`src/rtl/lei_pkg.sv`:
```
// Shared constants, types and helpers for the luma eight-tap interpolation filter.
`default_nettype none

package lei_pkg;

  // Field and datapath widths
  localparam int WIN_W     = 16;
  localparam int COEF_W    = 8;
  localparam int MAX_TAPS  = 8;
  localparam int TAPS_DEF  = 8;
  localparam int PROD_W    = WIN_W + COEF_W;
  localparam int SUM_W     = PROD_W + $clog2(MAX_TAPS);
  localparam int OUT_W     = 16;
  localparam int DEPTH_W   = 4;
  localparam int CFG_IDX_W = 2;
  localparam int COEFF_W   = COEF_W * MAX_TAPS;

  // Scaling constants
  localparam int FRAC_BITS    = 6;
  localparam int ROUND_HALF   = 1 << (FRAC_BITS - 1);
  localparam int INTER_BITS   = 14;
  localparam int INTER_OFFSET = 8192;
  localparam int DEPTH_MIN    = 8;
  localparam int DEPTH_MAX    = 12;
  localparam int DEPTH_RESET  = 10;

  typedef logic signed [WIN_W-1:0]  win_t;
  typedef logic signed [PROD_W-1:0] prod_t;
  typedef logic signed [SUM_W-1:0]  sum_t;

  // Output scaling modes
  typedef enum logic [1:0] {
    MODE_PEL         = 2'd0,
    MODE_INTER_OUT   = 2'd1,
    MODE_INTER_PEL   = 2'd2,
    MODE_INTER_INOUT = 2'd3
  } mode_t;

  // Configuration register indexes
  typedef enum logic [CFG_IDX_W-1:0] {
    REG_COEFF = 2'd0,
    REG_DEPTH = 2'd1,
    REG_MODE  = 2'd2,
    REG_NONE  = 2'd3
  } cfg_reg_t;

  // Limit bit depth to the supported range
  function automatic logic [DEPTH_W-1:0] clamp_depth(input logic [DEPTH_W-1:0] d);
    logic [DEPTH_W-1:0] r;
    if (d < DEPTH_W'(DEPTH_MIN)) begin
      r = DEPTH_W'(DEPTH_MIN);
    end else if (d > DEPTH_W'(DEPTH_MAX)) begin
      r = DEPTH_W'(DEPTH_MAX);
    end else begin
      r = d;
    end
    return r;
  endfunction

endpackage

`default_nettype wire

```
`src/rtl/lei_mult.sv`:
```
// Tap multiplier stage: one registered 8x16 signed product per tap.
`default_nettype none

module lei_mult import lei_pkg::*; #(
  parameter int TAPS = TAPS_DEF
) (
  input  wire logic               clk,
  input  wire logic               rst,
  input  wire logic               in_valid,
  input  wire win_t               win [MAX_TAPS],
  input  wire logic [COEFF_W-1:0] coeff_pack,
  output logic                    prod_valid,
  output prod_t                   prod [TAPS]
);

  // Products carry no reset; the valid bit qualifies them
  for (genvar i = 0; i < TAPS; i++) begin : g_tap
    always_ff @(posedge clk) begin
      prod[i] <= $signed(coeff_pack[COEF_W*i +: COEF_W]) * win[i];
    end
  end

  always_ff @(posedge clk) begin
    if (rst) begin
      prod_valid <= 1'b0;
    end else begin
      prod_valid <= in_valid;
    end
  end

endmodule

`default_nettype wire

```
`src/rtl/lei_sum.sv`:
```
// Two-level registered adder tree over the tap products.
`default_nettype none

module lei_sum import lei_pkg::*; #(
  parameter int TAPS = TAPS_DEF
) (
  input  wire logic  clk,
  input  wire logic  rst,
  input  wire logic  prod_valid,
  input  wire prod_t prod [TAPS],
  output logic       sum_valid,
  output sum_t       sum
);

  localparam int PAIRS  = MAX_TAPS / 2;
  localparam int PAIR_W = PROD_W + 1;

  prod_t                     padded [MAX_TAPS];
  logic signed [PAIR_W-1:0]  pair   [PAIRS];
  logic                      pair_valid;

  // Unused taps contribute zero
  for (genvar j = 0; j < MAX_TAPS; j++) begin : g_pad
    if (j < TAPS) begin : g_used
      assign padded[j] = prod[j];
    end else begin : g_zero
      assign padded[j] = '0;
    end
  end

  // First level: pairwise sums
  for (genvar p = 0; p < PAIRS; p++) begin : g_pair
    always_ff @(posedge clk) begin
      pair[p] <= PAIR_W'(padded[2*p]) + PAIR_W'(padded[2*p+1]);
    end
  end

  // Second level: sum of the four pairs
  always_ff @(posedge clk) begin
    sum <= SUM_W'(pair[0]) + SUM_W'(pair[1]) + SUM_W'(pair[2]) + SUM_W'(pair[3]);
  end

  always_ff @(posedge clk) begin
    if (rst) begin
      pair_valid <= 1'b0;
      sum_valid  <= 1'b0;
    end else begin
      pair_valid <= prod_valid;
      sum_valid  <= pair_valid;
    end
  end

endmodule

`default_nettype wire

```
`src/rtl/lei_scale.sv`:
```
// Output scaling stage: shift, round, clip or offset per mode, then register.
`default_nettype none

module lei_scale import lei_pkg::*; (
  input  wire logic               clk,
  input  wire logic               rst,
  input  wire logic               sum_valid,
  input  wire sum_t               sum,
  input  wire logic [DEPTH_W-1:0] depth,
  input  wire mode_t              mode,
  output logic                    done,
  output logic signed [OUT_W-1:0] filtered
);

  localparam int EW = SUM_W + 1;

  logic [DEPTH_W-1:0]        d;
  logic [DEPTH_MAX:0]        pel_max;
  logic signed [EW-1:0]      pel_max_x;
  logic signed [EW-1:0]      sum_x;
  logic signed [EW-1:0]      rnd0;
  logic signed [EW-1:0]      sh0;
  logic signed [EW-1:0]      sh1;
  logic signed [EW-1:0]      sh2;
  logic signed [EW-1:0]      rnd2;
  logic signed [EW-1:0]      pel2;
  logic signed [EW-1:0]      sh3;
  logic signed [EW-1:0]      pel_in;
  logic signed [EW-1:0]      pel_clip;
  logic signed [OUT_W-1:0]   filtered_next;

  // Depth-dependent limits and shifts
  always_comb begin
    d         = clamp_depth(depth);
    pel_max   = ((DEPTH_MAX+1)'(1) << d) - (DEPTH_MAX+1)'(1);
    pel_max_x = $signed(EW'(pel_max));
    sum_x     = {sum[SUM_W-1], sum};
  end

  // Candidate results for each mode
  always_comb begin
    rnd0 = sum_x + EW'(ROUND_HALF);
    sh0  = rnd0 >>> FRAC_BITS;
    sh1  = sum_x >>> (d - DEPTH_W'(DEPTH_MIN));
    sh2  = sum_x >>> (DEPTH_W'(INTER_BITS) - d);
    rnd2 = sh2 + EW'(ROUND_HALF);
    pel2 = rnd2 >>> FRAC_BITS;
    sh3  = (sum_x >>> FRAC_BITS) - EW'(INTER_OFFSET);
  end

  // Pel clip to 0..2^depth-1
  always_comb begin
    pel_in = (mode == MODE_PEL) ? sh0 : pel2;
    if (pel_in < 0) begin
      pel_clip = '0;
    end else if (pel_in > pel_max_x) begin
      pel_clip = pel_max_x;
    end else begin
      pel_clip = pel_in;
    end
  end

  // Mode select; 16-bit modes wrap
  always_comb begin
    unique case (mode)
      MODE_PEL, MODE_INTER_PEL: filtered_next = pel_clip[OUT_W-1:0];
      MODE_INTER_OUT:           filtered_next = sh1[OUT_W-1:0];
      MODE_INTER_INOUT:         filtered_next = sh3[OUT_W-1:0];
      default:                  filtered_next = sh3[OUT_W-1:0];
    endcase
  end

  always_ff @(posedge clk) begin
    filtered <= filtered_next;
  end

  always_ff @(posedge clk) begin
    if (rst) begin
      done <= 1'b0;
    end else begin
      done <= sum_valid;
    end
  end

endmodule

`default_nettype wire

```
`src/rtl/luma_eight_tap_interpolation.sv`:
```
// Top level of the luma eight-tap interpolation filter: config registers and pipeline.
//
//  Channel   Signals                               Transaction when
//  -------   ------------------------------------  ----------------------------
//  input     start, busy, win_0..win_7             start && !busy
//  result    done, filtered                        done (one cycle, no backpressure)
//  config    cfg_valid, cfg_ready, cfg_index,      cfg_valid && cfg_ready
//            cfg_data
//
// One window is accepted every cycle; busy is always low. Each result passes
// through tap multipliers, pair sums, final sum and output scaling, each behind
// a register. Synchronous reset clears the valid bits and restores the
// registers (taps zero, depth 10, pel mode). Nothing stalls: the result
// strobe is never held off, so the pipeline only advances.
`default_nettype none

module luma_eight_tap_interpolation import lei_pkg::*; #(
  parameter int TAPS = TAPS_DEF
) (
  input  wire logic                  clk,
  input  wire logic                  rst,
  input  wire logic                  start,
  output logic                       busy,
  input  wire logic signed [WIN_W-1:0] win_0,
  input  wire logic signed [WIN_W-1:0] win_1,
  input  wire logic signed [WIN_W-1:0] win_2,
  input  wire logic signed [WIN_W-1:0] win_3,
  input  wire logic signed [WIN_W-1:0] win_4,
  input  wire logic signed [WIN_W-1:0] win_5,
  input  wire logic signed [WIN_W-1:0] win_6,
  input  wire logic signed [WIN_W-1:0] win_7,
  output logic                       done,
  output logic signed [OUT_W-1:0]    filtered,
  input  wire logic                  cfg_valid,
  output logic                       cfg_ready,
  input  wire logic [CFG_IDX_W-1:0]  cfg_index,
  input  wire logic [COEFF_W-1:0]    cfg_data
);

  logic [COEFF_W-1:0] coeff_pack;
  logic [DEPTH_W-1:0] sample_depth;
  mode_t              filter_mode;

  win_t   win [MAX_TAPS];
  logic   in_valid;
  logic   prod_valid;
  prod_t  prod [TAPS];
  logic   sum_valid;
  sum_t   sum;

  assign busy      = 1'b0;
  assign cfg_ready = 1'b1;
  assign in_valid  = start && !busy;

  assign win[0] = win_0;
  assign win[1] = win_1;
  assign win[2] = win_2;
  assign win[3] = win_3;
  assign win[4] = win_4;
  assign win[5] = win_5;
  assign win[6] = win_6;
  assign win[7] = win_7;

  // Configuration registers; unknown index is dropped
  always_ff @(posedge clk) begin
    if (rst) begin
      coeff_pack   <= '0;
      sample_depth <= DEPTH_W'(DEPTH_RESET);
      filter_mode  <= MODE_PEL;
    end else if (cfg_valid && cfg_ready) begin
      unique case (cfg_reg_t'(cfg_index))
        REG_COEFF: coeff_pack   <= cfg_data;
        REG_DEPTH: sample_depth <= cfg_data[DEPTH_W-1:0];
        REG_MODE:  filter_mode  <= mode_t'(cfg_data[1:0]);
        REG_NONE:  ;
        default:   ;
      endcase
    end
  end

  lei_mult #(.TAPS(TAPS)) u_mult (
    .clk        (clk),
    .rst        (rst),
    .in_valid   (in_valid),
    .win        (win),
    .coeff_pack (coeff_pack),
    .prod_valid (prod_valid),
    .prod       (prod)
  );

  lei_sum #(.TAPS(TAPS)) u_sum (
    .clk        (clk),
    .rst        (rst),
    .prod_valid (prod_valid),
    .prod       (prod),
    .sum_valid  (sum_valid),
    .sum        (sum)
  );

  lei_scale u_scale (
    .clk       (clk),
    .rst       (rst),
    .sum_valid (sum_valid),
    .sum       (sum),
    .depth     (sample_depth),
    .mode      (filter_mode),
    .done      (done),
    .filtered  (filtered)
  );

endmodule

`default_nettype wire
```
`config.mk`:
```
export PLATFORM = sky130hd
export DESIGN_NAME = luma_eight_tap_interpolation
export DESIGN_NICKNAME = d
export VERILOG_FILES = /design/src/rtl/lei_pkg.sv /design/src/rtl/lei_mult.sv /design/src/rtl/lei_sum.sv /design/src/rtl/lei_scale.sv /design/src/rtl/luma_eight_tap_interpolation.sv
export SDC_FILE = /design/constraint.sdc
export NUM_CORES = 2
export LEC_CHECK = 0
export ABC_AREA = 1
export BUFFER_PORTS_ARGS = -buffer_cell sky130_fd_sc_hd__clkbuf_2
export CAP_MARGIN = 25
export CORE_ASPECT_RATIO = 0.5
export CORE_MARGIN = 3
export CORE_UTILIZATION = 55
export DETAILED_ROUTE_END_ITERATION = 10
export PLACE_DENSITY = 0.72
export SLEW_MARGIN = 20
export SYNTH_ARGS = -nofsm -noshare
export SYNTH_HDL_FRONTEND = slang
export SYNTH_SLANG_ARGS = --single-unit
```
`constraint.sdc`:
```
create_clock -name clk -period 10.15 [get_ports clk]
set_clock_uncertainty 0.1 [all_clocks]
set_input_delay 3.045 -clock clk [delete_from_list [all_inputs] [get_ports clk]]
set_output_delay 3.045 -clock clk [all_outputs]
set_load 0.05 [all_outputs]
```
After elaboration in Yosys (flattened, before gate mapping)
Memory sizes are Yosys's and may differ from the RTL's.
Cells that the tools add are included.
W data, S select, Z words.

word-level totals
  register bits after elaboration = 309
  bits in latches = 0
  RAM bits = 100
  bits in read-only memories = 0
  input bits = 198
  output and inout bits = 19
  logic and storage cells = 63
  memories = 1

memory list
  memory      depth  width  read ports  clocked after memory_dff  wr ports  line           text
  u_sum.pair  4      25     4           0                         4         lei_sum.sv:19  logic signed [PAIR_W-1:0] pair [PAIRS];

operators by class
  add/subtract/negate cells = 13
  multiply operators = 8
  div/mod/pow operators = 0
  $lt $le $gt $ge = 4
  equal/unequal tests = 5
  shift-type cells = 3
  muxes and demuxes = 6
  bitwise gates (word level) = 0
  reductions and logical operators = 6

operators with widths
  kind                      count
  $mul A8 B16 Y24           8
  $add A24 B24 Y25          4
  $pmux W16 S3              1
  $mux W16                  2
  $add A27 B7 Y28 const B   1
  $add A28 B7 Y28 const B   1
  $gt A28 B14 Y1            1
  $lt A28 B1 Y1 const B     1
  $mux W28                  1
  $sshr A27 B4 Y28          1
  $add A26 B25 Y27          1
  $add A27 B25 Y27          1
  $sshr A27 B4 Y16          1
  $add A25 B25 Y26          1
  $sub A16 B15 Y16 const B  1
  $shl A1 B4 Y13 const A    1
  $sub A13 B2 Y13 const B   1
  $mux W4                   2
  $eq A2 B2 Y1 const B      3
  $reduce_and A2 Y1         3
  $eq A2 B1 Y1 const B      2
  $gt A4 B4 Y1 const B      1
  $logic_not A2 Y1          2
  $lt A4 B4 Y1 const B      1
  other kinds (3)           3

Longest topological paths before layout
  depth after elaboration = 11
  depth in mapped cells = 33
  depth with buffers taken out = 30

Hierarchy
A second synthesis with hierarchy kept.

unflattened totals
  cell total of the unflattened synthesis = 9499
  area total of the unflattened synthesis = 64688.3 um^2

by module, submodules not included
  module                        instances  cells each  area each (um^2)  sequential area each (um^2)
  lei_mult                      1          6357        45167.1           3863.7
  lei_sum                       1          1985        12543.3           2582.5
  lei_scale                     1          695         3877.5            340.3
  luma_eight_tap_interpolation  1          462         3100.5            1401.3

Worst setup path before layout
No wires, ideal clock.

  kind = input to register
  start point = input port win_6[0]
  end point = register u_mult.prod[44] (netlist bit)
  setup time = 0.112 ns
  arrival time = 7.566 ns
  required time = 9.938 ns
  path slack = 2.372 ns
  stages = 26
  path buffers = 1
  path through = clkbuf_1 > or2_2 > fa_1 > fa_1 > inv_1 > fa_1 > inv_1 > fa_1 > inv_1 > ha_1 > a21oi_1 > o21ai_0 > nand2_1 > nand2_1 > a21oi_1 > o21ai_0 > a21boi_0 > o21ai_0 > nand2_1 > nand2_1 > a21oi_1 > nor2_1 > o21ai_0 > nand2_1 > nand2_1 > nand2_1

between the ends
  longest elaborated chain between the ends = 1

RTL lines
  what                           line                                text
  start, declared                luma_eight_tap_interpolation.sv:30  input wire logic signed [WIN_W-1:0] win_6,
  $mul A8 B16 Y24                lei_mult.sv:19                      prod[i] <= $signed(coeff_pack[COEF_W*i +: COEF_W]) * win[i];
  end signal, assigned by index  lei_mult.sv:19
  end, declared                  lei_mult.sv:13                      output prod_t prod [TAPS]

No other way between the ends.
A chain may end at the register's enable or synchronous reset.

Worst setup path in the final report
  start point = input port win_1[3]
  end point = register u_mult.prod[167] (netlist bit)

between the ends
  longest elaborated chain between the ends = 1

RTL lines
  what             line                                text
  start, declared  luma_eight_tap_interpolation.sv:25  input wire logic signed [WIN_W-1:0] win_1,
  $mul A8 B16 Y24  lei_mult.sv:19

No other way between the ends.

==> reports/qor.csv <==
metric;value;unit
status;finished, final reports clean;
tightest_slew;954.7;ps
synthMuxAreaShare;0.0007310;
p_leak;32.13;nW
synthArstFlopShare;0;
antenna_found_initial;10;
syn_avg_cell_area;7.944;µm²
cts_buffers;43;
grt_pass1_vias;41880;
yosysSeqAreaShare;0.1495;
synth_top_area_share;0.3213;
synth_fa_ha_area_frac;0.4357;
cts.sinks;409;
rows;81;
yosysWarnings;0;
wl_per_cell;15.05;µm
power.density;199.2;nW/µm²
viasPerCell;5.013;
cp_max_fo;8;
drive_gt1_frac;0.06513;
coreArea;98210;µm²
max-slew-margin-rel;0.3626;
gp_congestion;0.9667;
start_util;0.5577;
rsz0062_at_grt;false;
hold_class;reg2reg;
synth_top_family_by_area;adder cells;
finalNetCount;8453;
cp-start-kind;primary input;
totalWireLength;124.1;mm
synth_compound_area_frac;0.06405;
post-cts-setup-buffers;0;
drcViolationCount;0;
netlist_area;54770;µm²
crit_type;in2reg;
fmaxAchievable;0.1320;GHz
clockRootBuffer;clkbuf_16;
drtPass1Iterations;6;
cts_buffer_depth;3;
ys_seq_elements;409;
finalCritPeriodShare;0.7464;
first_iter_violations;2957;
max_cap_violations;0;
die_w;452.3;µm
synthSimpleGateAreaFrac;0.1514;
holdBufCountCts;0;
dieArea;103600;µm²
ir_worst_vdd;0.4087;mV
cts_resized;0;
grt_use_total;0.2468;
final.min_clock_period;7576;ps
synth_area_leaders;fa_1 32%, dfxtp_1 15%, inv_1 12%;
yosysUniqueCellTypes;55;
hpwl;101.7;mm
h-tree-depth;2;
final_cell_mix;1,821 x inv_1, 1,380 x nand2_1, 879 x fa_1, 501 x ha_1, 409 x dfxtp_1;
synth_flop_cell;dfxtp_1;
setup_violations;0;
grt_pass1_wl;207.7;mm
place.port_buffers;214;
tns;0;ps
ioPinCount;217;
cts_tree;done;
clk_latency;620;ps
required;10510;ps
yosys.area.top_type;fa_1;
die_y;229.1;µm
vias;41340;
syn_inst;6895;
synth-xor-area-share;0.05247;
hold_viol;0;
ant_nets;0;
cts.clk_slew.worst_paths;70;ps
grt_max_degree;71;
synth_edf_count;0;
drv_slew;0;
critPathArrivalTime;7940;ps
end_kind;flop;
grt.overflow.total;0;
area_delta_synth_final;5.880;%
layout_commonest_cell;inv_1;
whs;297.0;ps
-- where the power goes --
| part | total, W | switching, W | internal, W |
|---|---|---|---|
| Sequential | 0.00270 | 0.000459 | 0.00224 |
| Clock | 0.00167 | 0.000765 | 0.000902 |
| Combinational | 0.00719 | 0.00448 | 0.00270 |
-- layout make-up --
class | instances | area (µm²)
fillers | 8898 | 40210
multi-input cells | 4368 | 38620
flip-flops and latches | 409 | 8188
inverters | 1827 | 6859
well taps | 1328 | 1662
clock buffers | 50 | 1162
repair buffers | 226 | 1161
clock inverters | 29 | 320.3
diodes | 10 | 25.02
-- Yosys cell counts, drive strengths merged, types with 9 or more instances --
| master | instances |
|---|---|
| xor2 | 203 |
| dfxtp | 409 |
| o211ai | 13 |
| clkbuf | 268 |
| a21boi | 20 |
| o22ai | 9 |
| buf | 30 |
| nor2 | 245 |
| a21oi | 304 |
| fa | 879 |
| nor3 | 25 |
| o21ai | 216 |
| nand4 | 39 |
| xnor2 | 123 |
| nand2 | 1385 |
| inv | 1825 |
| nand3 | 180 |
| or2 | 120 |
| a31oi | 24 |
| o21bai | 16 |
| ha | 501 |
-- per-stage QoR --
step | worst slack, ps | util | instances | cell area [µm²] | power (W)
floorplan | 2372 | - | 6902 | 54800 | 0.007772
global placement | 2002 | 0.5752 | 8158 | 56490 | 0.009630
detailed placement | 1985 | 0.5752 | 8158 | 56490 | 0.009723
CTS | 2627 | 0.5903 | 8237 | 57970 | 0.01146
global route | 2066 | 0.5904 | 8242 | 57980 | 0.01262
finish | 2574 | 0.5905 | 8247 | 57990 | 0.01156
-- cells by family after synthesis --
group                    count (synthesis)
other                                    2
flip-flops                             409
AND/OR/NAND/NOR                       2006
adder cells (fa/ha/maj)               1380
multiplexers                             4
XOR/XNOR                               326
buffers and inverters                 2125
AO/OA/AOI/OAI                          643
-- worst max-delay path, cell delays in order --
cell and delay [ps]:
clkbuf_2 150, nand2_1 90, inv_1 60, fa_1 410, inv_1 70, fa_1 440
fa_1 500, fa_1 500, inv_1 40, ha_1 330, nand2_1 90, nor2_1 40
a211oi_1 290, o21ai_0 200, a21boi_0 410, o21bai_1 170, a21boi_0 320, o21ai_0 190
a21boi_0 280, o21ai_0 140, xor2_1 160
-- routing by layer --
layer	part of all wire	wire, µm	GRT usage	vias to the layer above
met4	0.021	2620	0.05749	2
met3	0.071	8804	0.04863	160
li1	-	-	-	20200
met5	0.00010	13	0	-
met1	0.46	57520	0.3527	19960
met2	0.44	55150	0.3874	1026
-- sequential cells by signal, indices dropped and copies added (netlist names) --
signal and count:
coeff_pack 64, u_mult.prod 192, u_sum.pair 100, u_scale.done 1
u_mult.prod_valid 1, filter_mode 2, u_scale.filtered 16, sample_depth 4
u_sum.sum_valid 1, u_sum.pair_valid 1, u_sum.sum 27
-- path summary, 6_finish.rpt --
check | startpoint | end | slack [ps] | depth (start not counted)
worst max-delay path | win_1[3] | u_mult.prod[167] | 2570 | 21
worst min-delay path | u_sum.pair_valid | u_sum.sum_valid | 300 | 2
worst max register to register | sample_depth[3] | u_scale.filtered[5] | 2890 | 28
worst min register to register | u_sum.pair_valid | u_sum.sum_valid | 300 | 2
Note: power is estimated with default switching activity, not from simulation.
